**src/sv/rwc_pkg.sv**
```systemverilog
// ----------------------------------------------------------------------------
// rwc_pkg - shared types and constants for the replay window check
// Request layouts, status codes and the command layout of the serial
// remainder unit.
// ----------------------------------------------------------------------------
`default_nettype none

package rwc_pkg;

    localparam int SEQ_W                = 32;
    localparam int CFG_W                = 7;
    localparam int STATUS_W             = 3;
    localparam int BYTE_W               = 8;
    localparam int BIT_SEL_W            = 3;
    localparam int DIVD_W               = SEQ_W - BIT_SEL_W;
    localparam int MAX_WINDOW_BYTES_DEF = 64;

    localparam logic [CFG_W-1:0]  WINDOW_RESET  = 7'd16;
    localparam logic [BYTE_W-1:0] BYTE_ALL_ONES = 8'hFF;

    // result status codes
    localparam logic [STATUS_W-1:0] ST_IN_ORDER  = 3'd0;
    localparam logic [STATUS_W-1:0] ST_GAP_FILL  = 3'd1;
    localparam logic [STATUS_W-1:0] ST_RESYNC    = 3'd2;
    localparam logic [STATUS_W-1:0] ST_LATE_FILL = 3'd3;
    localparam logic [STATUS_W-1:0] ST_FAR_DROP  = 3'd4;
    localparam logic [STATUS_W-1:0] ST_LATE_DROP = 3'd5;

    typedef struct packed {
        logic             action;
        logic [SEQ_W-1:0] seq_num;
    } t_in_req;

    typedef struct packed {
        logic                accepted;
        logic [STATUS_W-1:0] status;
        logic [SEQ_W-1:0]    lost_count;
        logic [SEQ_W-1:0]    expected_next;
        logic [SEQ_W-1:0]    received_count;
    } t_out_req;

    typedef struct packed {
        logic              start;
        logic [DIVD_W-1:0] dividend;
    } t_mod_cmd;

endpackage

`default_nettype wire

```
**src/sv/replay_window_check.sv**
```systemverilog
// ----------------------------------------------------------------------------
// replay_window_check - anti-replay sliding window check
// Checks (and optionally commits) packet sequence numbers against an
// expected number and a circular bitmap of outstanding late numbers.
// ----------------------------------------------------------------------------
//
//  channel   dir  handshake                 payload
//  -------   ---  ------------------------  ---------------------------------
//  in        in   i_in_valid / o_in_stall   i_in_data  (action, seq_num)
//  out       out  o_out_valid / i_out_stall o_out_data (accepted, status, ...)
//  cfg       in   i_cfg_we                  i_cfg_data (window_bytes)
//
//  One request at a time; a disabled window skips the bitmap. Late or
//  committed requests not dropped at once run the 29-step serial remainder
//  for their bitmap byte. First, a committed resync fills all w bytes, and
//  a committed gap fill does a remainder run, then up to w+1 byte updates.
//  Reset (sync, active low) clears counters, FSM and the bitmap valid bits;
//  an unwritten bitmap byte reads as zero. A result waiting on i_out_stall
//  holds in the output register while the next request is taken.
// ----------------------------------------------------------------------------
`default_nettype none

module replay_window_check
    import rwc_pkg::*;
#(
    parameter int MAX_WINDOW_BYTES = MAX_WINDOW_BYTES_DEF
) (
    input  wire logic             i_clk,
    input  wire logic             i_rst_n,
    input  wire logic             i_in_valid,
    output logic                  o_in_stall,
    input  wire t_in_req          i_in_data,
    output logic                  o_out_valid,
    input  wire logic             i_out_stall,
    output t_out_req              o_out_data,
    input  wire logic             i_cfg_we,
    input  wire logic [CFG_W-1:0] i_cfg_data
);

    localparam int WIN_W = $clog2(MAX_WINDOW_BYTES + 1);
    localparam int IDX_W = (MAX_WINDOW_BYTES > 1) ? $clog2(MAX_WINDOW_BYTES) : 1;
    localparam int CMP_W = (WIN_W > CFG_W) ? WIN_W : CFG_W;

    // FSM codes
    localparam logic [3:0] S_IDLE   = 4'd0;
    localparam logic [3:0] S_CLASS  = 4'd1;
    localparam logic [3:0] S_FILL   = 4'd2;
    localparam logic [3:0] S_GSTART = 4'd3;
    localparam logic [3:0] S_GWAIT  = 4'd4;
    localparam logic [3:0] S_GRD    = 4'd5;
    localparam logic [3:0] S_GWR    = 4'd6;
    localparam logic [3:0] S_SSTART = 4'd7;
    localparam logic [3:0] S_SWAIT  = 4'd8;
    localparam logic [3:0] S_SRD    = 4'd9;
    localparam logic [3:0] S_SWR    = 4'd10;
    localparam logic [3:0] S_FIN    = 4'd11;

    // ------------------------------------------------------------------
    // Config register and active window (clamped to the bitmap size)
    // ------------------------------------------------------------------
    logic [CFG_W-1:0] r_window_bytes;
    logic [CMP_W-1:0] win_ext;
    logic [CMP_W-1:0] max_ext;
    logic [WIN_W-1:0] act_w;
    logic [SEQ_W-1:0] span32;

    always_ff @(posedge i_clk) begin
        if (!i_rst_n) begin
            r_window_bytes <= WINDOW_RESET;
        end else if (i_cfg_we) begin
            r_window_bytes <= i_cfg_data;
        end
    end

    always_comb begin
        win_ext = CMP_W'(r_window_bytes);
        max_ext = CMP_W'(MAX_WINDOW_BYTES);
        act_w   = (win_ext > max_ext) ? max_ext[WIN_W-1:0] : win_ext[WIN_W-1:0];
        span32  = SEQ_W'({act_w, 3'b000});
    end

    // ------------------------------------------------------------------
    // Architectural state
    // ------------------------------------------------------------------
    logic [SEQ_W-1:0] r_exp;     // next expected sequence number
    logic [SEQ_W-1:0] r_far;     // far-ahead run length
    logic [SEQ_W-1:0] r_rcv;     // received count

    logic [3:0] r_state;
    logic [3:0] n_state;

    // per-request registers
    logic                r_commit;
    logic [SEQ_W-1:0]    r_seq;
    logic [SEQ_W-1:0]    r_seqm1;
    logic [WIN_W-1:0]    r_w;
    logic [SEQ_W-1:0]    r_span;
    logic [SEQ_W-1:0]    r_hi;
    logic [SEQ_W-1:0]    r_lo;
    logic                r_ok;
    logic [STATUS_W-1:0] r_status;
    logic [SEQ_W-1:0]    r_lost;
    logic                r_late;
    logic                r_clear;
    logic                r_ge;
    logic [IDX_W-1:0]    r_idx;
    logic [SEQ_W-1:0]    r_cur;

    logic in_acc;
    assign in_acc     = i_in_valid && !o_in_stall;
    // held off while in reset, so nothing is taken that reset would drop
    assign o_in_stall = (r_state != S_IDLE) || !i_rst_n;

    // ------------------------------------------------------------------
    // Bitmap memory: one byte per entry, registered read.
    // Valid bits give the reset value (zero) for bytes never written.
    // A read never shares a cycle with a write to the same byte; it always
    // comes in a later cycle, so no bypass is needed.
    // ------------------------------------------------------------------
    logic [BYTE_W-1:0] r_mem [MAX_WINDOW_BYTES];
    logic [MAX_WINDOW_BYTES-1:0] r_vld;
    logic [BYTE_W-1:0] r_rd_data;
    logic              r_rd_vld;
    logic              mem_we;
    logic              mem_re;
    logic [BYTE_W-1:0] mem_wdata;
    logic [BYTE_W-1:0] rd_byte;

    always_ff @(posedge i_clk) begin
        if (mem_we) begin
            r_mem[r_idx] <= mem_wdata;
        end
        if (mem_re) begin
            r_rd_data <= r_mem[r_idx];
            r_rd_vld  <= r_vld[r_idx];
        end
    end

    always_ff @(posedge i_clk) begin
        if (!i_rst_n) begin
            r_vld <= '0;
        end else if (mem_we) begin
            r_vld[r_idx] <= 1'b1;
        end
    end

    assign rd_byte = r_rd_vld ? r_rd_data : '0;

    // ------------------------------------------------------------------
    // Serial remainder: byte index = (n / 8) mod w
    // ------------------------------------------------------------------
    t_mod_cmd         mod_cmd;
    logic             mod_done;
    logic [IDX_W-1:0] mod_rem;

    always_comb begin
        mod_cmd.start    = (r_state == S_GSTART) || (r_state == S_SSTART);
        mod_cmd.dividend = (r_state == S_GSTART) ? r_exp[SEQ_W-1:BIT_SEL_W]
                                                 : r_seq[SEQ_W-1:BIT_SEL_W];
    end

    rwc_mod #(
        .MAX_WINDOW_BYTES(MAX_WINDOW_BYTES)
    ) u_mod (
        .i_clk     (i_clk),
        .i_rst_n   (i_rst_n),
        .i_cmd     (mod_cmd),
        .i_divisor (r_w),
        .o_done    (mod_done),
        .o_rem     (mod_rem)
    );

    // ------------------------------------------------------------------
    // Classification (CLASS state, from registered request)
    // ------------------------------------------------------------------
    logic                c_eq, c_far, c_lt, c_old, c_drop_far, c_wzero;
    logic                c_ok, c_fill, c_gap, c_late, c_clear;
    logic [STATUS_W-1:0] c_status;
    logic [SEQ_W-1:0]    c_lost;

    always_comb begin
        c_wzero    = (r_w == '0);
        c_eq       = (r_seq == r_exp);
        c_far      = (r_seq >= r_hi);
        c_lt       = (r_seq < r_exp);
        c_old      = (r_exp >= r_span) && (r_seq < r_lo);
        c_drop_far = (r_far < SEQ_W'(r_w >> 2));
        c_ok       = 1'b1;
        c_fill     = 1'b0;
        c_gap      = 1'b0;
        c_late     = 1'b0;
        c_clear    = 1'b0;
        c_status   = ST_IN_ORDER;
        c_lost     = '0;
        if (c_wzero) begin
            // checking disabled: everything passes
            if (c_eq) begin
                c_status = ST_IN_ORDER;
            end else if (c_lt) begin
                c_status = ST_LATE_FILL;
            end else begin
                c_status = ST_GAP_FILL;
            end
        end else if (c_eq) begin
            c_clear = r_commit;
        end else if (c_far) begin
            if (c_drop_far) begin
                c_ok     = 1'b0;
                c_status = ST_FAR_DROP;
            end else begin
                c_status = ST_RESYNC;
                c_lost   = r_seq - r_exp;
                c_fill   = r_commit;
                c_clear  = r_commit;
            end
        end else if (c_lt) begin
            if (c_old) begin
                c_ok     = 1'b0;
                c_status = ST_LATE_DROP;
            end else begin
                // final verdict waits on the bitmap bit
                c_status = ST_LATE_FILL;
                c_late   = 1'b1;
                c_clear  = r_commit;
            end
        end else begin
            c_status = ST_GAP_FILL;
            c_gap    = r_commit;
            c_clear  = r_commit;
        end
    end

    // ------------------------------------------------------------------
    // Gap walk: one bitmap byte per read/write pair, bits [exp, seq)
    // ------------------------------------------------------------------
    logic [BIT_SEL_W-1:0] g_lo;
    logic [BIT_SEL_W-1:0] g_hi;
    logic                 g_last;
    logic [BYTE_W-1:0]    g_mask;
    logic                 idx_last;
    logic [WIN_W-1:0]     w_last;
    logic [IDX_W-1:0]     idx_next;
    logic [BYTE_W-1:0]    seq_bit;
    logic                 bit_set;
    logic                 swr_write;

    always_comb begin
        g_lo     = r_cur[BIT_SEL_W-1:0];
        g_last   = (r_cur[SEQ_W-1:BIT_SEL_W] == r_seqm1[SEQ_W-1:BIT_SEL_W]);
        g_hi     = g_last ? r_seqm1[BIT_SEL_W-1:0] : 3'd7;
        g_mask   = (BYTE_ALL_ONES << g_lo) & (BYTE_ALL_ONES >> (3'd7 - g_hi));
        w_last   = r_w - WIN_W'(1);
        idx_last = (WIN_W'(r_idx) == w_last);
        idx_next = idx_last ? '0 : (r_idx + IDX_W'(1));
        seq_bit  = BYTE_W'(1) << r_seq[BIT_SEL_W-1:0];
        bit_set  = |(rd_byte & seq_bit);
        // a late number whose flag is clear is a replay: no write
        swr_write = r_clear && !(r_late && !bit_set);
    end

    // ------------------------------------------------------------------
    // Sequencer
    // ------------------------------------------------------------------
    logic fin_go;
    assign fin_go = (r_state == S_FIN) && (!o_out_valid || !i_out_stall);

    always_comb begin
        n_state   = r_state;
        mem_we    = 1'b0;
        mem_re    = 1'b0;
        mem_wdata = '0;
        case (r_state)
            S_IDLE: begin
                if (in_acc) n_state = S_CLASS;
            end
            S_CLASS: begin
                if (c_fill) begin
                    n_state = S_FILL;
                end else if (c_gap) begin
                    n_state = S_GSTART;
                end else if (c_late || c_clear) begin
                    n_state = S_SSTART;
                end else begin
                    n_state = S_FIN;
                end
            end
            S_FILL: begin
                mem_we    = 1'b1;
                mem_wdata = BYTE_ALL_ONES;
                if (idx_last) n_state = S_SSTART;
            end
            S_GSTART: begin
                n_state = S_GWAIT;
            end
            S_GWAIT: begin
                if (mod_done) n_state = S_GRD;
            end
            S_GRD: begin
                mem_re  = 1'b1;
                n_state = S_GWR;
            end
            S_GWR: begin
                mem_we    = 1'b1;
                mem_wdata = rd_byte | g_mask;
                n_state   = g_last ? S_SSTART : S_GRD;
            end
            S_SSTART: begin
                n_state = S_SWAIT;
            end
            S_SWAIT: begin
                if (mod_done) n_state = S_SRD;
            end
            S_SRD: begin
                mem_re  = 1'b1;
                n_state = S_SWR;
            end
            S_SWR: begin
                mem_we    = swr_write;
                mem_wdata = rd_byte & ~seq_bit;
                n_state   = S_FIN;
            end
            S_FIN: begin
                if (fin_go) n_state = S_IDLE;
            end
            default: begin
                n_state = S_IDLE;
            end
        endcase
    end

    always_ff @(posedge i_clk) begin
        if (!i_rst_n) begin
            r_state <= S_IDLE;
        end else begin
            r_state <= n_state;
        end
    end

    // per-request datapath registers
    always_ff @(posedge i_clk) begin
        case (r_state)
            S_IDLE: begin
                if (in_acc) begin
                    r_commit <= i_in_data.action;
                    r_seq    <= i_in_data.seq_num;
                    r_w      <= act_w;
                    r_span   <= span32;
                    r_hi     <= r_exp + span32;
                    r_lo     <= r_exp - span32;
                end
            end
            S_CLASS: begin
                r_ok     <= c_ok;
                r_status <= c_status;
                r_lost   <= c_lost;
                r_late   <= c_late;
                r_clear  <= c_clear;
                r_ge     <= !c_lt;
                r_seqm1  <= r_seq - SEQ_W'(1);
                r_idx    <= '0;
                r_cur    <= r_exp;
            end
            S_FILL: begin
                r_idx <= idx_next;
            end
            S_GWAIT, S_SWAIT: begin
                if (mod_done) r_idx <= mod_rem;
            end
            S_GWR: begin
                r_idx <= idx_next;
                r_cur <= {r_cur[SEQ_W-1:BIT_SEL_W] + DIVD_W'(1), 3'b000};
            end
            S_SWR: begin
                if (r_late && !bit_set) begin
                    r_ok     <= 1'b0;
                    r_status <= ST_LATE_DROP;
                end
            end
            default: begin
            end
        endcase
    end

    // ------------------------------------------------------------------
    // Commit and result
    // ------------------------------------------------------------------
    logic             upd;
    logic [SEQ_W-1:0] n_exp;
    logic [SEQ_W-1:0] n_rcv;
    logic [SEQ_W-1:0] n_far;

    always_comb begin
        upd   = r_ok && r_commit;
        n_exp = (upd && r_ge) ? (r_seq + SEQ_W'(1)) : r_exp;
        n_rcv = r_rcv;
        if (upd) begin
            n_rcv = (n_exp == '0) ? '0 : (r_rcv + SEQ_W'(1));
        end
        n_far = r_far;
        if (r_commit && (r_w != '0)) begin
            if (r_ok) begin
                n_far = '0;
            end else if (r_status == ST_FAR_DROP) begin
                n_far = r_far + SEQ_W'(1);
            end
        end
    end

    always_ff @(posedge i_clk) begin
        if (!i_rst_n) begin
            r_exp <= '0;
            r_far <= '0;
            r_rcv <= '0;
        end else if (fin_go) begin
            r_exp <= n_exp;
            r_far <= n_far;
            r_rcv <= n_rcv;
        end
    end

    // output register: decouples the next request from a stalled result
    logic     r_out_valid;
    t_out_req r_out;

    always_ff @(posedge i_clk) begin
        if (!i_rst_n) begin
            r_out_valid <= 1'b0;
        end else if (fin_go) begin
            r_out_valid <= 1'b1;
        end else if (!i_out_stall) begin
            r_out_valid <= 1'b0;
        end
    end

    always_ff @(posedge i_clk) begin
        if (fin_go) begin
            r_out.accepted       <= r_ok;
            r_out.status         <= r_status;
            r_out.lost_count     <= r_lost;
            r_out.expected_next  <= n_exp;
            r_out.received_count <= n_rcv;
        end
    end

    assign o_out_valid = r_out_valid;
    assign o_out_data  = r_out;

    // ------------------------------------------------------------------
    // Assertions
    // ------------------------------------------------------------------
    a_out_from_fin: assert property (@(posedge i_clk) disable iff (!i_rst_n)
        $rose(o_out_valid) |-> ($past(r_state) == S_FIN))
        else $error("result appeared without passing the finish state");

    a_mod_done_waited: assert property (@(posedge i_clk) disable iff (!i_rst_n)
        mod_done |-> ((r_state == S_GWAIT) || (r_state == S_SWAIT)))
        else $error("remainder finished while nobody was waiting");

    a_gap_bounded: assert property (@(posedge i_clk) disable iff (!i_rst_n)
        (r_state == S_GWR) |->
            (r_cur[SEQ_W-1:BIT_SEL_W] <= r_seqm1[SEQ_W-1:BIT_SEL_W]))
        else $error("gap walk ran past the received number");

    a_status_matches: assert property (@(posedge i_clk) disable iff (!i_rst_n)
        o_out_valid |-> (o_out_data.accepted ==
            !((o_out_data.status == ST_FAR_DROP) || (o_out_data.status == ST_LATE_DROP))))
        else $error("accepted flag disagrees with status");

endmodule

`default_nettype wire

```
**src/sv/rwc_mod.sv**
```systemverilog
// ----------------------------------------------------------------------------
// rwc_mod - serial remainder unit
// Computes dividend mod divisor, one dividend bit per cycle (restoring).
// ----------------------------------------------------------------------------
`default_nettype none

module rwc_mod
    import rwc_pkg::*;
#(
    parameter int MAX_WINDOW_BYTES = MAX_WINDOW_BYTES_DEF
) (
    input  wire logic                         i_clk,
    input  wire logic                         i_rst_n,
    input  wire t_mod_cmd                     i_cmd,
    input  wire logic [$clog2(MAX_WINDOW_BYTES+1)-1:0] i_divisor,
    output logic                              o_done,
    output logic [((MAX_WINDOW_BYTES > 1) ? $clog2(MAX_WINDOW_BYTES) : 1)-1:0] o_rem
);

    localparam int WIN_W = $clog2(MAX_WINDOW_BYTES + 1);
    localparam int IDX_W = (MAX_WINDOW_BYTES > 1) ? $clog2(MAX_WINDOW_BYTES) : 1;
    localparam int CNT_W = $clog2(DIVD_W + 1);
    localparam logic [CNT_W-1:0] CNT_LAST = CNT_W'(DIVD_W - 1);

    logic              r_busy;
    logic              r_done;
    logic [CNT_W-1:0]  r_cnt;
    logic [DIVD_W-1:0] r_divd;
    logic [WIN_W-1:0]  r_rem;
    logic [WIN_W-1:0]  r_dsor;

    logic [WIN_W:0]    trial;
    logic [WIN_W:0]    diff;
    logic [WIN_W-1:0]  n_rem;

    // one restoring step: shift in next dividend bit, subtract if it fits
    always_comb begin
        trial = {r_rem, r_divd[DIVD_W-1]};
        diff  = trial - {1'b0, r_dsor};
        n_rem = (trial >= {1'b0, r_dsor}) ? diff[WIN_W-1:0] : trial[WIN_W-1:0];
    end

    always_ff @(posedge i_clk) begin
        if (!i_rst_n) begin
            r_busy <= 1'b0;
            r_done <= 1'b0;
        end else begin
            r_done <= 1'b0;
            if (i_cmd.start) begin
                r_busy <= 1'b1;
            end else if (r_busy && (r_cnt == CNT_LAST)) begin
                r_busy <= 1'b0;
                r_done <= 1'b1;
            end
        end
    end

    always_ff @(posedge i_clk) begin
        if (i_cmd.start) begin
            r_cnt  <= '0;
            r_divd <= i_cmd.dividend;
            r_rem  <= '0;
            r_dsor <= i_divisor;
        end else if (r_busy) begin
            r_cnt  <= r_cnt + CNT_W'(1);
            r_divd <= {r_divd[DIVD_W-2:0], 1'b0};
            r_rem  <= n_rem;
        end
    end

    assign o_done = r_done;
    assign o_rem  = r_rem[IDX_W-1:0];

endmodule

`default_nettype wire
```
**config.mk**
```make
export PLATFORM = sky130hd
export DESIGN_NAME = replay_window_check
export DESIGN_NICKNAME = d
export VERILOG_FILES = /design/src/sv/rwc_pkg.sv /design/src/sv/replay_window_check.sv /design/src/sv/rwc_mod.sv
export SDC_FILE = /design/constraint.sdc
export NUM_CORES = 2
export LEC_CHECK = 0
export CAP_MARGIN = 20
export CORE_UTILIZATION = 40
export CTS_CLUSTER_DIAMETER = 30
export CTS_CLUSTER_SIZE = 20
export DETAILED_ROUTE_END_ITERATION = 10
export DONT_BUFFER_PORTS = 1
export REMOVE_ABC_BUFFERS = 1
export SLEW_MARGIN = 5
export SYNTH_ARGS = -nofsm -noshare
export SYNTH_HDL_FRONTEND = slang
export SYNTH_SLANG_ARGS = --single-unit
```
**constraint.sdc**
```tcl
create_clock -name i_clk -period 11.83 [get_ports i_clk]
set_input_delay 0.5915 -clock i_clk [delete_from_list [all_inputs] [get_ports i_clk]]
set_output_delay 0.5915 -clock i_clk [all_outputs]
set_load 0.02 [all_outputs]
```
# --- Word level (Yosys, flattened, before mapping) ---
# Memory sizes are Yosys's and may differ from the RTL's. A register that Yosys moved wholly into a read port is not among the register bits.
# Cells that the tools add are included.
word_totals:
  register_bits: 536
  ramBits: 512
  in_bits: 45
  out_inout_bits: 102
  n_memories: 1
op_classes:
  add_sub_neg: 13
  magnitude_cmp: 9
  n_eq_ne: 24
  shifts: 3
  muxes: 75
  bitwise: 8
  n_reduce_logical: 43
mem_list:
  columns: ["name", "words", "word_bits", "read_ports", "rd_ports_with_merged_regs", "wr", "line", "source"]
  rows:
  - ["r_mem", 64, 8, 1, 1, 1, "replay_window_check.sv:120", "logic [BYTE_W-1:0] r_mem [MAX_WINDOW_BYTES];"]
ops:
  columns: ["op", "n"]
  rows:
  - ["$mux 32", 5]
  - ["$add 32x1->32 const B", 3]
  - ["$mux 29", 3]
  - ["$lt 32x32->1", 2]
  - ["$or 64x64->64", 1]
  - ["$pmux 32 s2", 1]
  - ["$pmux 4 s12", 1]
  - ["$mux 1", 34]
  - ["$add 32x10->32", 1]
  - ["$eq 32x32->1", 1]
  - ["$ge 32x10->1", 1]
  - ["$ge 32x32->1", 1]
  - ["$logic_not 32->1", 1]
  - ["$lt 32x5->1", 1]
  - ["$mux 4", 8]
  - ["$sub 32x1->32 const B", 1]
  - ["$sub 32x10->32", 1]
  - ["$sub 32x32->32", 1]
  - ["$add 29x1->29 const B", 1]
  - ["$eq 29x29->1", 1]
  - ["$and 8x8->8", 3]
  - ["$mux 3", 8]
  - ["$pmux 8 s3", 1]
  - ["$pmux 6 s3", 1]
  - ["47 further kinds", 93]

# --- Depth between registers and ports, before layout ---
depth:
  depth_word: 12
  depth_mapped: 16
  depth_no_buf: 13

# --- Hierarchy ---
# From an unflattened synthesis, not the netlist that was laid out.
unflattened:
  cells_unflattened: 3886
  hier_area_um2: 47488.0
by_module_without_submodules:
  columns: ["mod", "instances", "cells_per_inst", "area_each_um2"]
  rows:
  - ["replay_window_check", 1, 3682, 44990.6]
  - ["rwc_mod", 1, 204, 2497.4]

# --- Least setup slack after synthesis ---
# OpenSTA, ideal clock, no wires.
synth_path:
  path_kind: "register to register"
  from: "reg r_state[1]"
  to: "reg r_rcv[15]"
  t_arrival_ns: 4.525
  required_time_ns: 11.544
  path_slack_ns: 7.020
  path_stages_with_launch: 8
  path_buffers: 3
  period_less_slack_ns: 4.810
  cell_sequence: "dfxtp_1 > clkbuf_1 > and4b_1 > nand2_1 > inv_1 > clkbuf_1 > clkbuf_1 > o21ai_0"
synth_between:
  elab_chain_len: 2
synth_rtl:
  columns: ["item", "line", "source"]
  rows:
  - ["start: declaration", "replay_window_check.sv:89", "logic [3:0] r_state;"]
  - ["start signal: assignment", "replay_window_check.sv:335", "r_state <= n_state;"]
  - ["$eq 4x4->1", "replay_window_check.sv:265", "assign fin_go = (r_state == S_FIN) && (!o_out_valid || !i_out_stall);"]
  - ["$logic_and 1x1->1", "replay_window_check.sv:265", null]
  - ["named net fin_go", "replay_window_check.sv:264", "logic fin_go;"]
  - ["end signal: assignment", "replay_window_check.sv:417", "r_rcv <= n_rcv;"]
  - ["end: declaration", "replay_window_check.sv:87", "logic [SEQ_W-1:0] r_rcv;"]
# The timed path passes the listed nets, and every way through them passes these cells.
# A chain may end at the register's enable or synchronous reset.

# --- Worst setup path in the final report ---
layout_path:
  from: "reg r_seq[2]"
  to: "reg r_out, in the netlist o_out_data[15] (data pin)"
layout_between:
  elab_chain_len: 5
layout_rtl:
  columns: ["item", "line", "source"]
  rows:
  - ["start: declaration", "replay_window_check.sv:94", "logic [SEQ_W-1:0] r_seq;"]
  - ["start signal: assignment", "replay_window_check.sv:345", "r_seq <= i_in_data.seq_num;"]
  - ["$add 32x1->32", "replay_window_check.sv:394", "n_exp = (upd && r_ge) ? (r_seq + SEQ_W'(1)) : r_exp;"]
  - ["$mux 32", "replay_window_check.sv:394", null]
  - ["$logic_not 32->1", "replay_window_check.sv:397", "n_rcv = (n_exp == '0) ? '0 : (r_rcv + SEQ_W'(1));"]
  - ["$mux 32", "replay_window_check.sv:397", null]
  - ["$mux 32", "replay_window_check.sv:396", "if (upd) begin"]
  - ["named net n_rcv[15]", "replay_window_check.sv:389", "logic [SEQ_W-1:0] n_rcv;"]
  - ["end: declaration", "replay_window_check.sv:423", "t_out_req r_out;"]
# The timed path passes the listed nets, and every way through them passes these cells.

==> summary.txt <==
Run status
  • Outcome: completed

Floorplan
  • Die area: 120000 um^2
  • Site Rows: 125
  • Die Height: between 300 and 400 um
  • Die Width: 346 um
  • Initial core utilization: 40.5%
  • CORE AREA: 117000 um^2
  • I/O pins: 147

Setup path
  • Required time of the critical path: 12.33 ns
  • Worst R2R End: o_out_data[15]$_DFFE_PP_
  • WP data arrival: 5.17 ns
  • Startpoint type of the worst setup path: flip-flop
  • Worst setup path start: r_seq[2]$_DFFE_PP_
  • Critical path type: flip-flop to flip-flop
  • R2R depth: 11
  • Max FO, Critical Path: 29
  • Worst Setup End Kind: flip-flop
  • Worst r2r src: r_seq[2]$_DFFE_PP_
  • R2R setup slack: ~7.2 ns

Min path
  • Worst hold path depth: 3
  • Hold/Removal Path Class: input port to flip-flop
  • Hold Path End: r_rcv[23]$_SDFFE_PN0P_
  • Critical hold path startpoint: i_rst_n

Yosys
  • Number of synthesized flops with an enable pin: about 870
  • Mean Syn Cell Area: roughly 12 um^2
  • Syn Std Cell Area: 47300 um^2
  • Post-synth cell types: 82
  • Cells after Synth: 3882
  • FFs w/ async S/R, synth: 0%
  • Synth Register Bits: 1052
  • Yosys warns: 0
  • Ys flop type: edfxtp_1
  • Register area share after synthesis: between 60% and 70%

Drt
  • Drc violations: 0
  • DR vias/cell: 5.69
  • DR pass1 iterations: 5
  • DR vias: 32400
  • Final WL: 131000 um
  • Detailed Route Iter0 Violations: 3030
  • Final ANT Viol Nets: 0
  • Routed len/inst: 23.0 um

Pwr
  • Leak: 19.7 nW
  • Clock power frac: a little under half
  • Power Dens Cells: ~230 nW/um^2
  • Peak VDD IR: 154 uV
  • Tot Pwr: 13.3 mW
  • Sequential cell fraction of total power: 36.2%
  • Switching share of power: ~30%
  • P_sw: 3.91 mW
  • P_int: approximately 9.4 mW
  • Power share of the combinational group: ~18%

Layout
  • Number of antenna repair diodes: 0
  • # fillers: between 10000 and 15000
  • Area taken by multi-input logic gates: roughly 16000 um^2
  • Area Overhead vs Synth: 20.5%
  • Fraction of layout cells with a size suffix above 1: 11.4%
  • Storage cell area: ~30000 um^2
  • Post-Route Utilization: 48.8%
  • Nets: about 4200

Timing
  • Fin. Hold Viols: 0
  • RSZ-0062 raised after global routing: no
  • Worst relative slew slack: 20.0%
  • Final setup fails: 0
  • Worst-margin pin slew: 1.20 ns
  • Skew final: 0.0829 ns
  • Fmax: 0.214 GHz
  • Setup tns final: 0 ns
  • Fin. max-slew vios: 0
  • Fin crit share: 39.5%
  • Post-layout min period: 4.67 ns

Global route
  • Global-route layer with the greatest usage: met2
  • Vias in the first global route: 31300
  • Total GRT Usage: 21.6%
  • Initial antenna violation count: 8
  • Pin count of the biggest net entering global routing: 103
  • Met2 usage: 34.0%
  • Met1 GRT Util: 29.9%
  • M3 GR Usage: 4.22%
  • First-pass GRT wire length: 197000 um
  • Remaining global-route overflow: 0

Clock tree
  • Clock slew at reported path FFs: about 0.050 ns
  • Cts bufs inserted: approximately 210
  • Number of H-tree levels: 4
  • CTS tree: built
  • CTS Buffer Depth: 3
  • CTS-repair resized insts: 0
  • Worst skew pair latency: 0.82 ns
  • Post-CTS Setup Inserts: 0
  • CTS Hold Buffers Added: 51
  • Root Buffer Master: clkbuf_16
  • Clock net sink count: 1052

Place
  • GP Congestion: around 0.89
  • Port Buffers: 0
  • Dpl hpwl: around 80000 um

Job
  • Max_cap viols: 0
[power groups by stage]
stage	Sequential (mW)	Combinational (mW)	Clock [mW]
detailed placement	4.87	2.29	0
floorplan	4.81	1.45	0
CTS	4.81	2.33	6.21
finish	4.81	2.33	6.15
global placement	4.86	2.27	0
global route	4.84	2.53	6.40
[layout by cell type, fill, tap and decap left out, types with 139 or more instances in the layout]
cell type  instances
a21oi_1          153
a22oi_1          156
clkbuf_16        212
dfxtp_1          185
edfxtp_1         866
inv_1            166
nand2_1          302
nor2_1           297
o21ai_0          169
xnor2_1          139
[worst max-delay path, cell delays in order, from the launching register on]
cell       delay (ns)
edfxtp_1         0.88
inv_1            0.22
ha_1             0.36
nand2_1          0.05
a2111oi_0        0.45
nand4_1          0.17
a2111oi_0        0.66
nand4bb_1        0.21
a2111oi_2        0.36
and4_4           0.39
and2_4           0.51
nor2_1           0.11
[worst max path at each step]
stage,slack (ns),depth (start not counted),endpoint
3_3_place_gp,7.26,11,o_out_data[26]$_DFFE_PP_
5_1_grt,6.82,11,o_out_data[13]$_DFFE_PP_
3_5_place_dp,7.13,11,o_out_data[15]$_DFFE_PP_
4_1_cts,7.14,11,o_out_data[15]$_DFFE_PP_
6_report,7.16,11,o_out_data[15]$_DFFE_PP_
2_1_floorplan,4.08,6,r_far[10]$_SDFFE_PN0P_
[per-layer routing]
layer	vias up	wire, um
met2	1247	60200
met3	232	9900
met5	-	35
li1	14900	-
met4	6	3670
met1	16000	57300
[synthesized netlist by cell type, drive strengths merged (59+ instances only)]
cell type | instances | area (um^2)
a22o | 67 | 587
a22oi | 156 | 1170
a21oi | 153 | 766
dfxtp | 186 | 3720
nand4 | 59 | 399
edfxtp | 866 | 26000
nor2 | 309 | 1230
clkbuf | 174 | 653
inv | 169 | 634
a221oi | 71 | 622
xnor2 | 139 | 1220
ha | 138 | 1730
nor3 | 67 | 335
xor2 | 108 | 946
a31oi | 92 | 582
o21ai | 173 | 866
nor4 | 65 | 432
nand3 | 90 | 460
o21a | 76 | 571
nand2 | 303 | 1140
[sequential cells by signal, indices dropped and copies added (netlist names), 31 cells and up]
register / flops
r_rcv: 32
r_cur: 32
r_seq: 32
r_hi: 31
r_seqm1: 32
r_exp: 32
r_mem: 512
r_vld: 64
o_out_data: 100
r_far: 32
r_lost: 32
[area by class of cell]
class	count	area share, %
clock inverters	142	3.41
repair buffers	107	1.77
multi-input cells	2443	28.3
flip-flops and latches	1052	52.2
well taps	1524	3.35
inverters	171	1.14
clock buffers	254	9.85
[through the flow]
stage	cell area, um^2	setup slack, ns	hold WS (ns)	std cells
2_1_floorplan	46400	4.08	0.400	3666
3_3_place_gp	48800	7.26	0.401	5242
3_5_place_dp	48800	7.13	0.405	5243
4_1_cts	56900	7.14	0.0388	5690
5_1_grt	57000	6.82	0.0555	5693
6_report	57000	7.16	0.0768	5693
[kinds of logic after synthesis]
| family | synth area share [%] |
|---|---|
| buffers and inverters | 3.22 |
| and+or+nand+nor | 11.3 |
| DFF | 62.9 |
| AOI/OAI and AO/OA | 13.2 |
| xor gates and xnor gates | 4.58 |
| adders and majority gates | 3.82 |
| muxes | 0.985 |
(Power assumes the default switching activity.)
